$ cat config.mk
export PLATFORM = sky130hd
export DESIGN_NAME = bucketed_bitmap_block_allocator
export DESIGN_NICKNAME = d
export VERILOG_FILES = /design/src/sv/bbba_pkg.sv /design/src/sv/bbba_mem.sv /design/src/sv/bbba_div.sv /design/src/sv/bucketed_bitmap_block_allocator.sv
export SDC_FILE = /design/constraint.sdc
export NUM_CORES = 2
export LEC_CHECK = 0
export BUFFER_PORTS_ARGS = -buffer_cell sky130_fd_sc_hd__buf_2
export CORE_UTILIZATION = 57
export DETAILED_ROUTE_END_ITERATION = 7
export PLACE_DENSITY = 0.87
export SYNTH_ARGS = -nofsm -noshare
export SYNTH_HDL_FRONTEND = slang
export SYNTH_SLANG_ARGS = --single-unit
$ cat constraint.sdc
create_clock -name clk_i -period 8.6 [get_ports clk_i]
set_clock_uncertainty 0.05 [all_clocks]
set_input_delay 1.29 -clock clk_i [delete_from_list [all_inputs] [get_ports clk_i]]
set_output_delay 1.29 -clock clk_i [all_outputs]
set_load 0.05 [all_outputs]
$ cat src/sv/bbba_pkg.sv
`timescale 1ns / 1ps
// ----------------------------------------------------------------------------
// bbba_pkg
// Shared widths and codes of the bucketed bitmap block allocator.
// ----------------------------------------------------------------------------
package bbba_pkg;
  localparam int CAP_W  = 13;
  localparam int CNT_W  = 7;
  localparam int ADDR_W = 20;
  localparam int LEN_W  = CAP_W + CNT_W;
  localparam int SUM_W  = LEN_W + 4;
  localparam int STAT_W = 3;

  localparam logic [STAT_W-1:0] ST_OK       = 3'd0;
  localparam logic [STAT_W-1:0] ST_NO_SPACE = 3'd1;
  localparam logic [STAT_W-1:0] ST_RANGE    = 3'd2;
  localparam logic [STAT_W-1:0] ST_MISALIGN = 3'd3;
  localparam logic [STAT_W-1:0] ST_IS_FREE  = 3'd4;

  localparam logic FUNC_ALLOC = 1'b0;
  localparam logic FUNC_FREE  = 1'b1;
endpackage

$ cat src/sv/bbba_mem.sv
`timescale 1ns / 1ps
// ----------------------------------------------------------------------------
// bbba_mem
// Free map memory, one row per bucket, registered read, with a valid
// bit per row so that a format takes effect at once.
// ----------------------------------------------------------------------------
module bbba_mem #(
  parameter int NUM_BUCKETS = 4,
  parameter int MAX_BLOCKS  = 64,
  localparam int BW = (NUM_BUCKETS > 1) ? $clog2(NUM_BUCKETS) : 1
) (
  input  logic                  clk_i,
  input  logic                  rst_ni,
  input  logic                  clr_i,
  input  logic                  rd_en_i,
  input  logic [BW-1:0]         rd_addr_i,
  output logic [MAX_BLOCKS-1:0] rd_data_o,
  output logic                  rd_vld_o,
  input  logic                  wr_en_i,
  input  logic [BW-1:0]         wr_addr_i,
  input  logic [MAX_BLOCKS-1:0] wr_data_i
);
  logic [MAX_BLOCKS-1:0]  mem [NUM_BUCKETS];
  logic [NUM_BUCKETS-1:0] row_vld_q;
  logic [MAX_BLOCKS-1:0]  rd_data_q;
  logic                   rd_vld_q;

  always_ff @(posedge clk_i) begin
    if (wr_en_i) begin
      mem[wr_addr_i] <= wr_data_i;
    end
    if (rd_en_i) begin
      rd_data_q <= mem[rd_addr_i];
    end
  end

  always_ff @(posedge clk_i or negedge rst_ni) begin
    if (!rst_ni) begin
      row_vld_q <= '0;
      rd_vld_q  <= 1'b0;
    end else begin
      if (rd_en_i) begin
        rd_vld_q <= row_vld_q[rd_addr_i] && !clr_i;
      end
      if (clr_i) begin
        row_vld_q <= '0;
      end else if (wr_en_i) begin
        row_vld_q[wr_addr_i] <= 1'b1;
      end
    end
  end

  assign rd_data_o = rd_data_q;
  assign rd_vld_o  = rd_vld_q;
endmodule

$ cat src/sv/bbba_div.sv
`timescale 1ns / 1ps
// ----------------------------------------------------------------------------
// bbba_div
// Restoring divider, one quotient bit per cycle: block offset by capacity.
// ----------------------------------------------------------------------------
module bbba_div (
  input  logic                       clk_i,
  input  logic                       rst_ni,
  input  logic                       start_i,
  input  logic [bbba_pkg::ADDR_W-1:0] dividend_i,
  input  logic [bbba_pkg::CAP_W-1:0]  divisor_i,
  output logic                       busy_o,
  output logic [bbba_pkg::ADDR_W-1:0] quot_o,
  output logic [bbba_pkg::CAP_W-1:0]  rem_o
);
  import bbba_pkg::*;
  localparam int CW = $clog2(ADDR_W + 1);

  logic [CW-1:0]     cnt_q;
  logic              busy_q;
  logic [ADDR_W-1:0] quot_q;
  logic [CAP_W-1:0]  rem_q;
  logic [CAP_W-1:0]  dvs_q;
  logic [CAP_W:0]    trial;
  logic [CAP_W:0]    diff;

  assign trial = {rem_q, quot_q[ADDR_W-1]};
  assign diff  = trial - {1'b0, dvs_q};

  always_ff @(posedge clk_i or negedge rst_ni) begin
    if (!rst_ni) begin
      busy_q <= 1'b0;
      cnt_q  <= '0;
    end else if (start_i) begin
      busy_q <= 1'b1;
      cnt_q  <= CW'(ADDR_W);
    end else if (busy_q) begin
      cnt_q <= cnt_q - 1'b1;
      if (cnt_q == CW'(1)) begin
        busy_q <= 1'b0;
      end
    end
  end

  always_ff @(posedge clk_i) begin
    if (start_i) begin
      quot_q <= dividend_i;
      rem_q  <= '0;
      dvs_q  <= divisor_i;
    end else if (busy_q) begin
      if (trial >= {1'b0, dvs_q}) begin
        rem_q  <= diff[CAP_W-1:0];
        quot_q <= {quot_q[ADDR_W-2:0], 1'b1};
      end else begin
        rem_q  <= trial[CAP_W-1:0];
        quot_q <= {quot_q[ADDR_W-2:0], 1'b0};
      end
    end
  end

  assign busy_o = busy_q;
  assign quot_o = quot_q;
  assign rem_o  = rem_q;
endmodule

$ cat src/sv/bucketed_bitmap_block_allocator.sv
`timescale 1ns / 1ps
// ----------------------------------------------------------------------------
// bucketed_bitmap_block_allocator
// Segregated fit allocator: per-bucket free bitmaps held in a small memory,
// read, modified and written back by a sequencer.
//
//   channel  direction  signals
//   cfg      in         cfg_we_i, cfg_idx_i, cfg_wdata_i
//   in       in         in_valid_i, in_stall_o, func_i, request_size_i,
//                       free_address_i
//   out      out        out_valid_o, out_stall_i, status_o, block_address_o,
//                       bucket_used_o, largest_free_capacity_o
//
// An allocate sums the bucket bases, then picks, scans and writes back; a free
// uses the bit-serial divider (one quotient bit per cycle over 20 bits).
// One request is in work at a time; a finished result waits in the output
// register while the next request is taken.
// Reset and every write to a capacity or count register mark all blocks free at once.
// ----------------------------------------------------------------------------
module bucketed_bitmap_block_allocator #(
  parameter int NUM_BUCKETS  = 4,
  parameter int MAX_BLOCKS   = 64,
  parameter int MAX_CAPACITY = 4096,
  localparam int CFG_IW = $clog2(2 * NUM_BUCKETS) + 1
) (
  input  logic                        clk_i,
  input  logic                        rst_ni,
  input  logic                        cfg_we_i,
  input  logic [CFG_IW-1:0]           cfg_idx_i,
  input  logic [bbba_pkg::CAP_W-1:0]  cfg_wdata_i,
  input  logic                        in_valid_i,
  output logic                        in_stall_o,
  input  logic                        func_i,
  input  logic [bbba_pkg::CAP_W-1:0]  request_size_i,
  input  logic [bbba_pkg::ADDR_W-1:0] free_address_i,
  output logic                        out_valid_o,
  input  logic                        out_stall_i,
  output logic [bbba_pkg::STAT_W-1:0] status_o,
  output logic [bbba_pkg::ADDR_W-1:0] block_address_o,
  output logic [1:0]                  bucket_used_o,
  output logic [bbba_pkg::CAP_W-1:0]  largest_free_capacity_o
);
  import bbba_pkg::*;

  localparam int BW    = (NUM_BUCKETS > 1) ? $clog2(NUM_BUCKETS) : 1;
  localparam int IDX_W = (MAX_BLOCKS > 1) ? $clog2(MAX_BLOCKS) : 1;

  localparam logic [3:0] S_IDLE = 4'd0;
  localparam logic [3:0] S_BASE = 4'd1;
  localparam logic [3:0] S_PICK = 4'd2;
  localparam logic [3:0] S_SCAN = 4'd3;
  localparam logic [3:0] S_AWR  = 4'd4;
  localparam logic [3:0] S_ASUM = 4'd5;
  localparam logic [3:0] S_HOLD = 4'd6;
  localparam logic [3:0] S_DIV  = 4'd7;
  localparam logic [3:0] S_FRD  = 4'd8;
  localparam logic [3:0] S_FCHK = 4'd9;
  localparam logic [3:0] S_FIN  = 4'd10;

  logic [3:0] state_q, state_d;

  logic [CAP_W-1:0]  cap_q  [NUM_BUCKETS];
  logic [CNT_W-1:0]  cnt_q  [NUM_BUCKETS];
  logic [CNT_W-1:0]  fc_q   [NUM_BUCKETS];
  logic [SUM_W-1:0]  base_q [NUM_BUCKETS];
  logic [LEN_W-1:0]  len_q  [NUM_BUCKETS];
  logic [SUM_W-1:0]  acc_q;
  logic [BW-1:0]     bsel_q;
  logic [BW-1:0]     sel_q;
  logic              func_q;
  logic [CAP_W-1:0]  size_q;
  logic [ADDR_W-1:0] addr_q;
  logic [STAT_W-1:0] status_q;
  logic [SUM_W-1:0]  baddr_q;
  logic [IDX_W-1:0]  idx_q;
  logic [MAX_BLOCKS-1:0] map_q;
  logic [LEN_W-1:0]  prod_q;

  logic              out_valid_q;
  logic [STAT_W-1:0] out_status_q;
  logic [ADDR_W-1:0] out_addr_q;
  logic [1:0]        out_bucket_q;
  logic [CAP_W-1:0]  out_largest_q;

  logic              accept;
  logic              fin_load;
  logic              cfg_cap_wr;
  logic              cfg_cnt_wr;
  logic [CAP_W-1:0]  cap_new;
  logic [CNT_W-1:0]  cnt_new;
  logic [BW-1:0]     cfg_sel;

  logic              pick_found;
  logic [BW-1:0]     pick;
  logic              hold_found;
  logic [BW-1:0]     hold;
  logic [CAP_W-1:0]  largest;
  logic [LEN_W-1:0]  len_cur;
  logic [MAX_BLOCKS-1:0] sel_mask;
  logic [MAX_BLOCKS-1:0] rd_map;
  logic [IDX_W-1:0]  ffs;
  logic [SUM_W-1:0]  off_full;

  logic                  mem_rd_en;
  logic [BW-1:0]         mem_rd_addr;
  logic [MAX_BLOCKS-1:0] mem_rd_data;
  logic                  mem_rd_vld;
  logic                  mem_wr_en;
  logic [MAX_BLOCKS-1:0] mem_wr_data;

  logic              div_start;
  logic              div_busy;
  logic [ADDR_W-1:0] div_quot;
  logic [CAP_W-1:0]  div_rem;

  assign accept     = in_valid_i && (state_q == S_IDLE);
  assign in_stall_o = (state_q != S_IDLE);
  assign fin_load   = (state_q == S_FIN) && (!out_valid_q || !out_stall_i);

  assign cfg_cap_wr = cfg_we_i && (cfg_idx_i < CFG_IW'(NUM_BUCKETS));
  assign cfg_cnt_wr = cfg_we_i && !cfg_cap_wr && (cfg_idx_i < CFG_IW'(2 * NUM_BUCKETS));
  assign cfg_sel    = cfg_cap_wr ? BW'(cfg_idx_i) : BW'(cfg_idx_i - CFG_IW'(NUM_BUCKETS));

  always_comb begin
    cap_new = cfg_wdata_i;
    if (cap_new == '0) begin
      cap_new = CAP_W'(1);
    end
    if ({4'b0, cap_new} > 17'(MAX_CAPACITY)) begin
      cap_new = CAP_W'(MAX_CAPACITY);
    end
    cnt_new = cfg_wdata_i[CNT_W-1:0];
    if (cnt_new > CNT_W'(MAX_BLOCKS)) begin
      cnt_new = CNT_W'(MAX_BLOCKS);
    end
  end

  always_comb begin
    pick_found = 1'b0;
    pick       = '0;
    hold_found = 1'b0;
    hold       = '0;
    largest    = '0;
    for (int b = 0; b < NUM_BUCKETS; b++) begin
      if (fc_q[b] != '0 && cap_q[b] >= size_q) begin
        if (!pick_found || cap_q[b] < cap_q[pick]) begin
          pick = BW'(b);
        end
        pick_found = 1'b1;
      end
      if (!hold_found && {4'b0, addr_q} >= base_q[b] &&
          {4'b0, addr_q} < base_q[b] + SUM_W'(len_q[b])) begin
        hold_found = 1'b1;
        hold       = BW'(b);
      end
      if (fc_q[b] != '0 && cap_q[b] > largest) begin
        largest = cap_q[b];
      end
    end
  end

  assign len_cur = LEN_W'(cap_q[bsel_q]) * LEN_W'(cnt_q[bsel_q]);

  always_comb begin
    for (int j = 0; j < MAX_BLOCKS; j++) begin
      sel_mask[j] = (CNT_W'(j) < cnt_q[sel_q]);
    end
    rd_map = (mem_rd_vld ? mem_rd_data : sel_mask) & sel_mask;
    ffs = IDX_W'(MAX_BLOCKS - 1);
    for (int j = MAX_BLOCKS - 1; j >= 0; j--) begin
      if (rd_map[j]) begin
        ffs = IDX_W'(j);
      end
    end
  end

  assign off_full = {4'b0, addr_q} - base_q[hold];

  always_comb begin
    state_d = state_q;
    unique case (state_q)
      S_IDLE: if (accept) state_d = S_BASE;
      S_BASE: begin
        if (bsel_q == BW'(NUM_BUCKETS - 1)) begin
          state_d = (func_q == FUNC_FREE) ? S_HOLD : S_PICK;
        end
      end
      S_PICK: state_d = pick_found ? S_SCAN : S_FIN;
      S_SCAN: state_d = S_AWR;
      S_AWR:  state_d = S_ASUM;
      S_ASUM: state_d = S_FIN;
      S_HOLD: state_d = hold_found ? S_DIV : S_FIN;
      S_DIV:  if (!div_busy) state_d = S_FRD;
      S_FRD:  state_d = S_FCHK;
      S_FCHK: state_d = S_FIN;
      S_FIN:  if (fin_load) state_d = S_IDLE;
      default: state_d = S_IDLE;
    endcase
  end

  assign mem_rd_en   = (state_q == S_PICK && pick_found) || (state_q == S_FRD);
  assign mem_rd_addr = (state_q == S_PICK) ? pick : sel_q;
  assign div_start   = (state_q == S_HOLD) && hold_found;

  always_comb begin
    mem_wr_en   = 1'b0;
    mem_wr_data = map_q;
    if (state_q == S_AWR) begin
      mem_wr_en = 1'b1;
    end else if (state_q == S_FCHK && status_q == ST_OK && div_rem == '0 &&
                 div_quot[ADDR_W-1:IDX_W] == '0 && !rd_map[div_quot[IDX_W-1:0]]) begin
      mem_wr_en   = 1'b1;
      mem_wr_data = rd_map | (MAX_BLOCKS'(1) << div_quot[IDX_W-1:0]);
    end
  end

  always_ff @(posedge clk_i or negedge rst_ni) begin
    if (!rst_ni) begin
      state_q     <= S_IDLE;
      out_valid_q <= 1'b0;
      for (int b = 0; b < NUM_BUCKETS; b++) begin
        cap_q[b] <= CAP_W'(1);
        cnt_q[b] <= '0;
        fc_q[b]  <= '0;
      end
    end else begin
      state_q <= state_d;
      if (fin_load) begin
        out_valid_q <= 1'b1;
      end else if (!out_stall_i) begin
        out_valid_q <= 1'b0;
      end
      if (cfg_cap_wr) begin
        cap_q[cfg_sel] <= cap_new;
      end
      if (cfg_cnt_wr) begin
        cnt_q[cfg_sel] <= cnt_new;
      end
      if (cfg_cap_wr || cfg_cnt_wr) begin
        for (int b = 0; b < NUM_BUCKETS; b++) begin
          fc_q[b] <= (cfg_cnt_wr && cfg_sel == BW'(b)) ? cnt_new : cnt_q[b];
        end
      end else if (state_q == S_AWR) begin
        fc_q[sel_q] <= fc_q[sel_q] - 1'b1;
      end else if (mem_wr_en && state_q == S_FCHK) begin
        fc_q[sel_q] <= fc_q[sel_q] + 1'b1;
      end
    end
  end

  always_ff @(posedge clk_i) begin
    unique case (state_q)
      S_IDLE: begin
        func_q   <= func_i;
        size_q   <= request_size_i;
        addr_q   <= free_address_i;
        acc_q    <= '0;
        bsel_q   <= '0;
        status_q <= ST_OK;
        baddr_q  <= '0;
        sel_q    <= '0;
      end
      S_BASE: begin
        base_q[bsel_q] <= acc_q;
        len_q[bsel_q]  <= len_cur;
        acc_q          <= acc_q + SUM_W'(len_cur);
        bsel_q         <= bsel_q + 1'b1;
      end
      S_PICK: begin
        if (pick_found) begin
          sel_q <= pick;
        end else begin
          status_q <= ST_NO_SPACE;
        end
      end
      S_SCAN: begin
        idx_q <= ffs;
        map_q <= rd_map & ~(MAX_BLOCKS'(1) << ffs);
      end
      S_AWR:  prod_q <= LEN_W'(idx_q) * LEN_W'(cap_q[sel_q]);
      S_ASUM: baddr_q <= base_q[sel_q] + SUM_W'(prod_q);
      S_HOLD: begin
        if (hold_found) begin
          sel_q <= hold;
        end else begin
          status_q <= ST_RANGE;
        end
      end
      S_FCHK: begin
        if (div_rem != '0) begin
          status_q <= ST_MISALIGN;
        end else if (!mem_wr_en) begin
          status_q <= ST_IS_FREE;
        end
      end
      S_FIN: begin
        if (fin_load) begin
          out_status_q  <= status_q;
          out_addr_q    <= baddr_q[ADDR_W-1:0];
          out_bucket_q  <= 2'(sel_q);
          out_largest_q <= largest;
        end
      end
      default: ;
    endcase
  end

  bbba_mem #(
    .NUM_BUCKETS (NUM_BUCKETS),
    .MAX_BLOCKS  (MAX_BLOCKS)
  ) u_mem (
    .clk_i     (clk_i),
    .rst_ni    (rst_ni),
    .clr_i     (cfg_cap_wr || cfg_cnt_wr),
    .rd_en_i   (mem_rd_en),
    .rd_addr_i (mem_rd_addr),
    .rd_data_o (mem_rd_data),
    .rd_vld_o  (mem_rd_vld),
    .wr_en_i   (mem_wr_en),
    .wr_addr_i (sel_q),
    .wr_data_i (mem_wr_data)
  );

  bbba_div u_div (
    .clk_i      (clk_i),
    .rst_ni     (rst_ni),
    .start_i    (div_start),
    .dividend_i (off_full[ADDR_W-1:0]),
    .divisor_i  (cap_q[hold]),
    .busy_o     (div_busy),
    .quot_o     (div_quot),
    .rem_o      (div_rem)
  );

  assign out_valid_o             = out_valid_q;
  assign status_o                = out_status_q;
  assign block_address_o         = out_addr_q;
  assign bucket_used_o           = out_bucket_q;
  assign largest_free_capacity_o = out_largest_q;
endmodule

==> run_results.csv <==
group,metric,value,unit
power_and_ir_drop,power_density,374,nW/µm²
worst_setup_path,cp_common_cell,"o21ai_0",
worst_setup_path,required,8980,ps
synthesis,synthArstFlopShare,0.141,
global_routing,grt_first_pass_wirelength,268000,µm
global_routing,grt_pass1_vias,43867,
synthesis,synth_edf_count,741,
place,post-place-cells,6513,
timing,worst_pin_slew,1560,ps
worst_setup_path,critPathKind,"flop to flop",
run,maxCapViolations,1,
floorplan,pin_count,96,
timing,drv_slew,5,
min_path,min_path_type,"flop to flop",
timing,setup_violations,0,
final_layout,final_cells,6693,
worst_setup_path,cp_max_fo,5,
global_routing,overflow,0,
route,wl_per_cell,26.9,µm
worst_setup_path,worstPathArrival,8840,ps
final_layout,syn_to_final_growth,10.5,%
place,hpwl,132000,µm
final_layout,post_route_cells_drive_above_1_share,0.121,
worst_setup_path,r2r_slack,140,ps
place,port_buffers,95,
synthesis,syn_inst,5143,
final_layout,multi_input_area,29800,µm²
floorplan,std_cell_rows,116,
timing,hold_viol_final,0,
cts,clock-root-buffer,"clkbuf_16",
synthesis,synth_area_leaders,"edfxtp_1, ha_1, dfrtp_1",
global_routing,grt_max_degree,125,
min_path,holdCritStartpoint,"baddr_q[18]$_SDFFCE_PN0P_",
final_layout,final_nets,5987,
place,gp_congestion,1.02,
synthesis,synthFlopType,"edfxtp_1",
synthesis,yosysSeqAreaShare,0.447,
route,ant_nets,0,
power_and_ir_drop,p_leak,25.8,nW
timing,slew_headroom,-0.0483,
final_layout,fin_util,0.635,
timing,fin_crit,8460,ps
cts,cts_buffers,92,
final_layout,fillerInstances,7445,
cts,clockBufferDepth,3,
synthesis,syn-cell-area,57500,µm²
worst_setup_path,crit_path_start,"len_q[1][1]$_DFFE_PP_",
global_routing,grtUsageTotal,0.348,
route,via_per_inst,6.77,
floorplan,start_util,0.575,
worst_setup_path,critPathCaptureType,"flop",
final_layout,regArea,25700,µm²
cts,numClockSinks,880,
cts,worstSkewPairLatency,720,ps
cts,htreeDepth,3,
timing,fmax,118,MHz
synthesis,yosysWarningCount,0,
power_and_ir_drop,irDropWorstVdd,0.362,mV
floorplan,die_area,102000,µm²
floorplan,dieWidth,320,µm
synthesis,synth_top_area_share,0.387,
floorplan,core,100000,µm²
synthesis,yosysUniqueCellTypes,120,
worst_setup_path,cp_slowest_cell,"o41a_1",
cts,ctsHoldBuffers,0,
synthesis,ys_ff_latch,880,
synthesis,yosysTopAreaCell,"edfxtp_1",
global_routing,grt_antenna_before_repair,5,
timing,worst_slack,142,ps
cts,path_clk_slew,60,ps
synthesis,synthesis.nets,5813,
route,vias,45316,
route,drc_errors,0,
timing,rsz0062_at_grt,"yes",
place,place_ws,69.1,ps
synthesis,syn_area_per_cell,11.2,µm²
timing,fin_crit_sh,0.984,
route,drt_pass1_iterations,6,
cts,cts_tree,"built",
floorplan,die_h,320,µm
place,dpl_cell_area,60100,µm²
worst_setup_path,reg2reg_from,"len_q[1][1]$_DFFE_PP_",
status,status,"finished, violations left",
route,initialDrtViolationCount,5772,
final_layout,stdcell_area,63500,µm²
worst_setup_path,start_kind,"flop",
worst_setup_path,cp_slowest_stage_delay,560,ps
status,violations,"max-capacitance violations, max-slew violations",
route,drt-total-wl,180000,µm
layout by cell type (no fill, tap or decap), types with 120 or more instances in the layout:
cell type,instances
mux2i_1,259
nor2_1,279
o21ai_0,256
inv_1,366
ha_1,506
edfxtp_1,741
buf_4,156
nand2_1,401
a21oi_1,303
dfrtp_1,120
sequential cells by signal (all words and copies together), names as in the netlist, 3 cells and up, named ones only:
| name | flops |
|---|---|
| acc_q | 24 |
| addr_q | 20 |
| baddr_q | 20 |
| base_q | 96 |
| block_address_o | 20 |
| cap_q | 52 |
| cnt_q | 28 |
| fc_q | 28 |
| idx_q | 6 |
| largest_free_capacity_o | 13 |
| len_q | 80 |
| map_q | 64 |
| prod_q | 19 |
| size_q | 13 |
| state_q | 4 |
| status_o | 3 |
| status_q | 3 |
| u_div.cnt_q | 5 |
| u_div.dvs_q | 13 |
| u_div.quot_o | 20 |
| u_div.rem_o | 13 |
| u_mem.mem | 256 |
| u_mem.rd_data_o | 64 |
| u_mem.row_vld_q | 4 |
cell type report:
| type | instances | area share |
|---|---|---|
| Antenna cell | 3 | 0.000118 |
| Clock buffer | 110 | 0.0387 |
| Clock inverter | 59 | 0.0115 |
| Inverter | 376 | 0.0223 |
| Multi-Input combinational cell | 3706 | 0.469 |
| Sequential cell | 880 | 0.404 |
| Tap cell | 1298 | 0.0256 |
| Timing Repair Buffer | 261 | 0.0293 |
synthesized netlist by cell type (46+ instances only):
library cell and instances:
inv_1 369, nand4_1 52, a21o_1 82, o21ai_0 260, a21oi_1 310, mux2i_1 260, a31oi_1 52, nand2_1 401
ha_1 507, edfxtp_1 741, a211oi_1 46, nand2b_1 74, nand3_1 78, nor2b_1 60, mux2_2 57, fa_1 107
nor3_1 81, buf_2 50, xor2_1 66, nor2_1 279, xnor2_1 82, o21a_1 85, o211ai_1 68, mux4_2 67
dfrtp_1 120, clkbuf_1 105, and2_1 76
metrics by stage:
stage / power (mW) / setup TNS [ps] / hold WS (ps)
2_1_floorplan: 15.0 / 0 / 350
3_5_place_dp: 19.0 / 0 / 359
3_3_place_gp: 18.6 / 0 / 353
6_report: 23.8 / 0 / 358
4_1_cts: 23.3 / 0 / 361
5_1_grt: 24.9 / -181 / 370
worst max-delay path, delay by kind of cell, from the launching register on:
kind / cells / cell delay (ps)
mux: 1 / 80
flops: 1 / 430
buf+inv: 3 / 450
simple gates: 3 / 510
fa+ha+maj: 4 / 1220
xor+xnor: 2 / 270
compound gates: 25 / 5180
repair_timing:
item	4_1_cts	5_1_grt
buffers inserted	4	4
hold endpoints to repair	0	0
gates resized for setup	2	24
pin swaps	2	2
endpoints found under the setup margin	1	88
where the power goes:
group | switching (mW) | internal, mW | total (mW) | leakage [nW]
sequential | 0.884 | 6.04 | 6.92 | 8.54
combinational | 7.89 | 4.72 | 12.6 | 15.7
clock | 1.79 | 2.45 | 4.24 | 1.54
total | 10.6 | 13.2 | 23.8 | 25.8
layer usage:
metal  vias up  routed length, µm  global-route usage
li1      19721                  -                   -
met5         -                 44                   0
met2      3016              75900               0.511
met4         6              10200               0.170
met1     21970              70300               0.473
met3       603              23300               0.101
cell families (layout without fill, tap and decap cells):
logic type / after synthesis / in the layout / share of synthesized area
AOI/OAI and AO/OA: 1288 / 1288 / 0.152
and+or+nand+nor: 1270 / 1270 / 0.109
muxes: 384 / 384 / 0.0827
other: 1 / 4 / 0.0000653
xor gates and xnor gates: 148 / 148 / 0.0226
DFF: 880 / 880 / 0.447
adders and majority gates: 615 / 615 / 0.148
buffers and inverters: 557 / 806 / 0.0390
path summary, 6_finish.rpt:
path                       cells after the start                             to
max reg2reg                                   38     u_div.quot_o[18]$_DFFE_PP_
min                                            0  block_address_o[18]$_DFFE_PP_
min in group asynchronous                      1        out_valid_o$_DFFE_PN0P_
max                                           38     u_div.quot_o[18]$_DFFE_PP_
min reg2reg                                    0  block_address_o[18]$_DFFE_PP_
max in group asynchronous                      2          cap_q[14]$_DFFE_PN0P_
(Power assumes the default switching activity.)
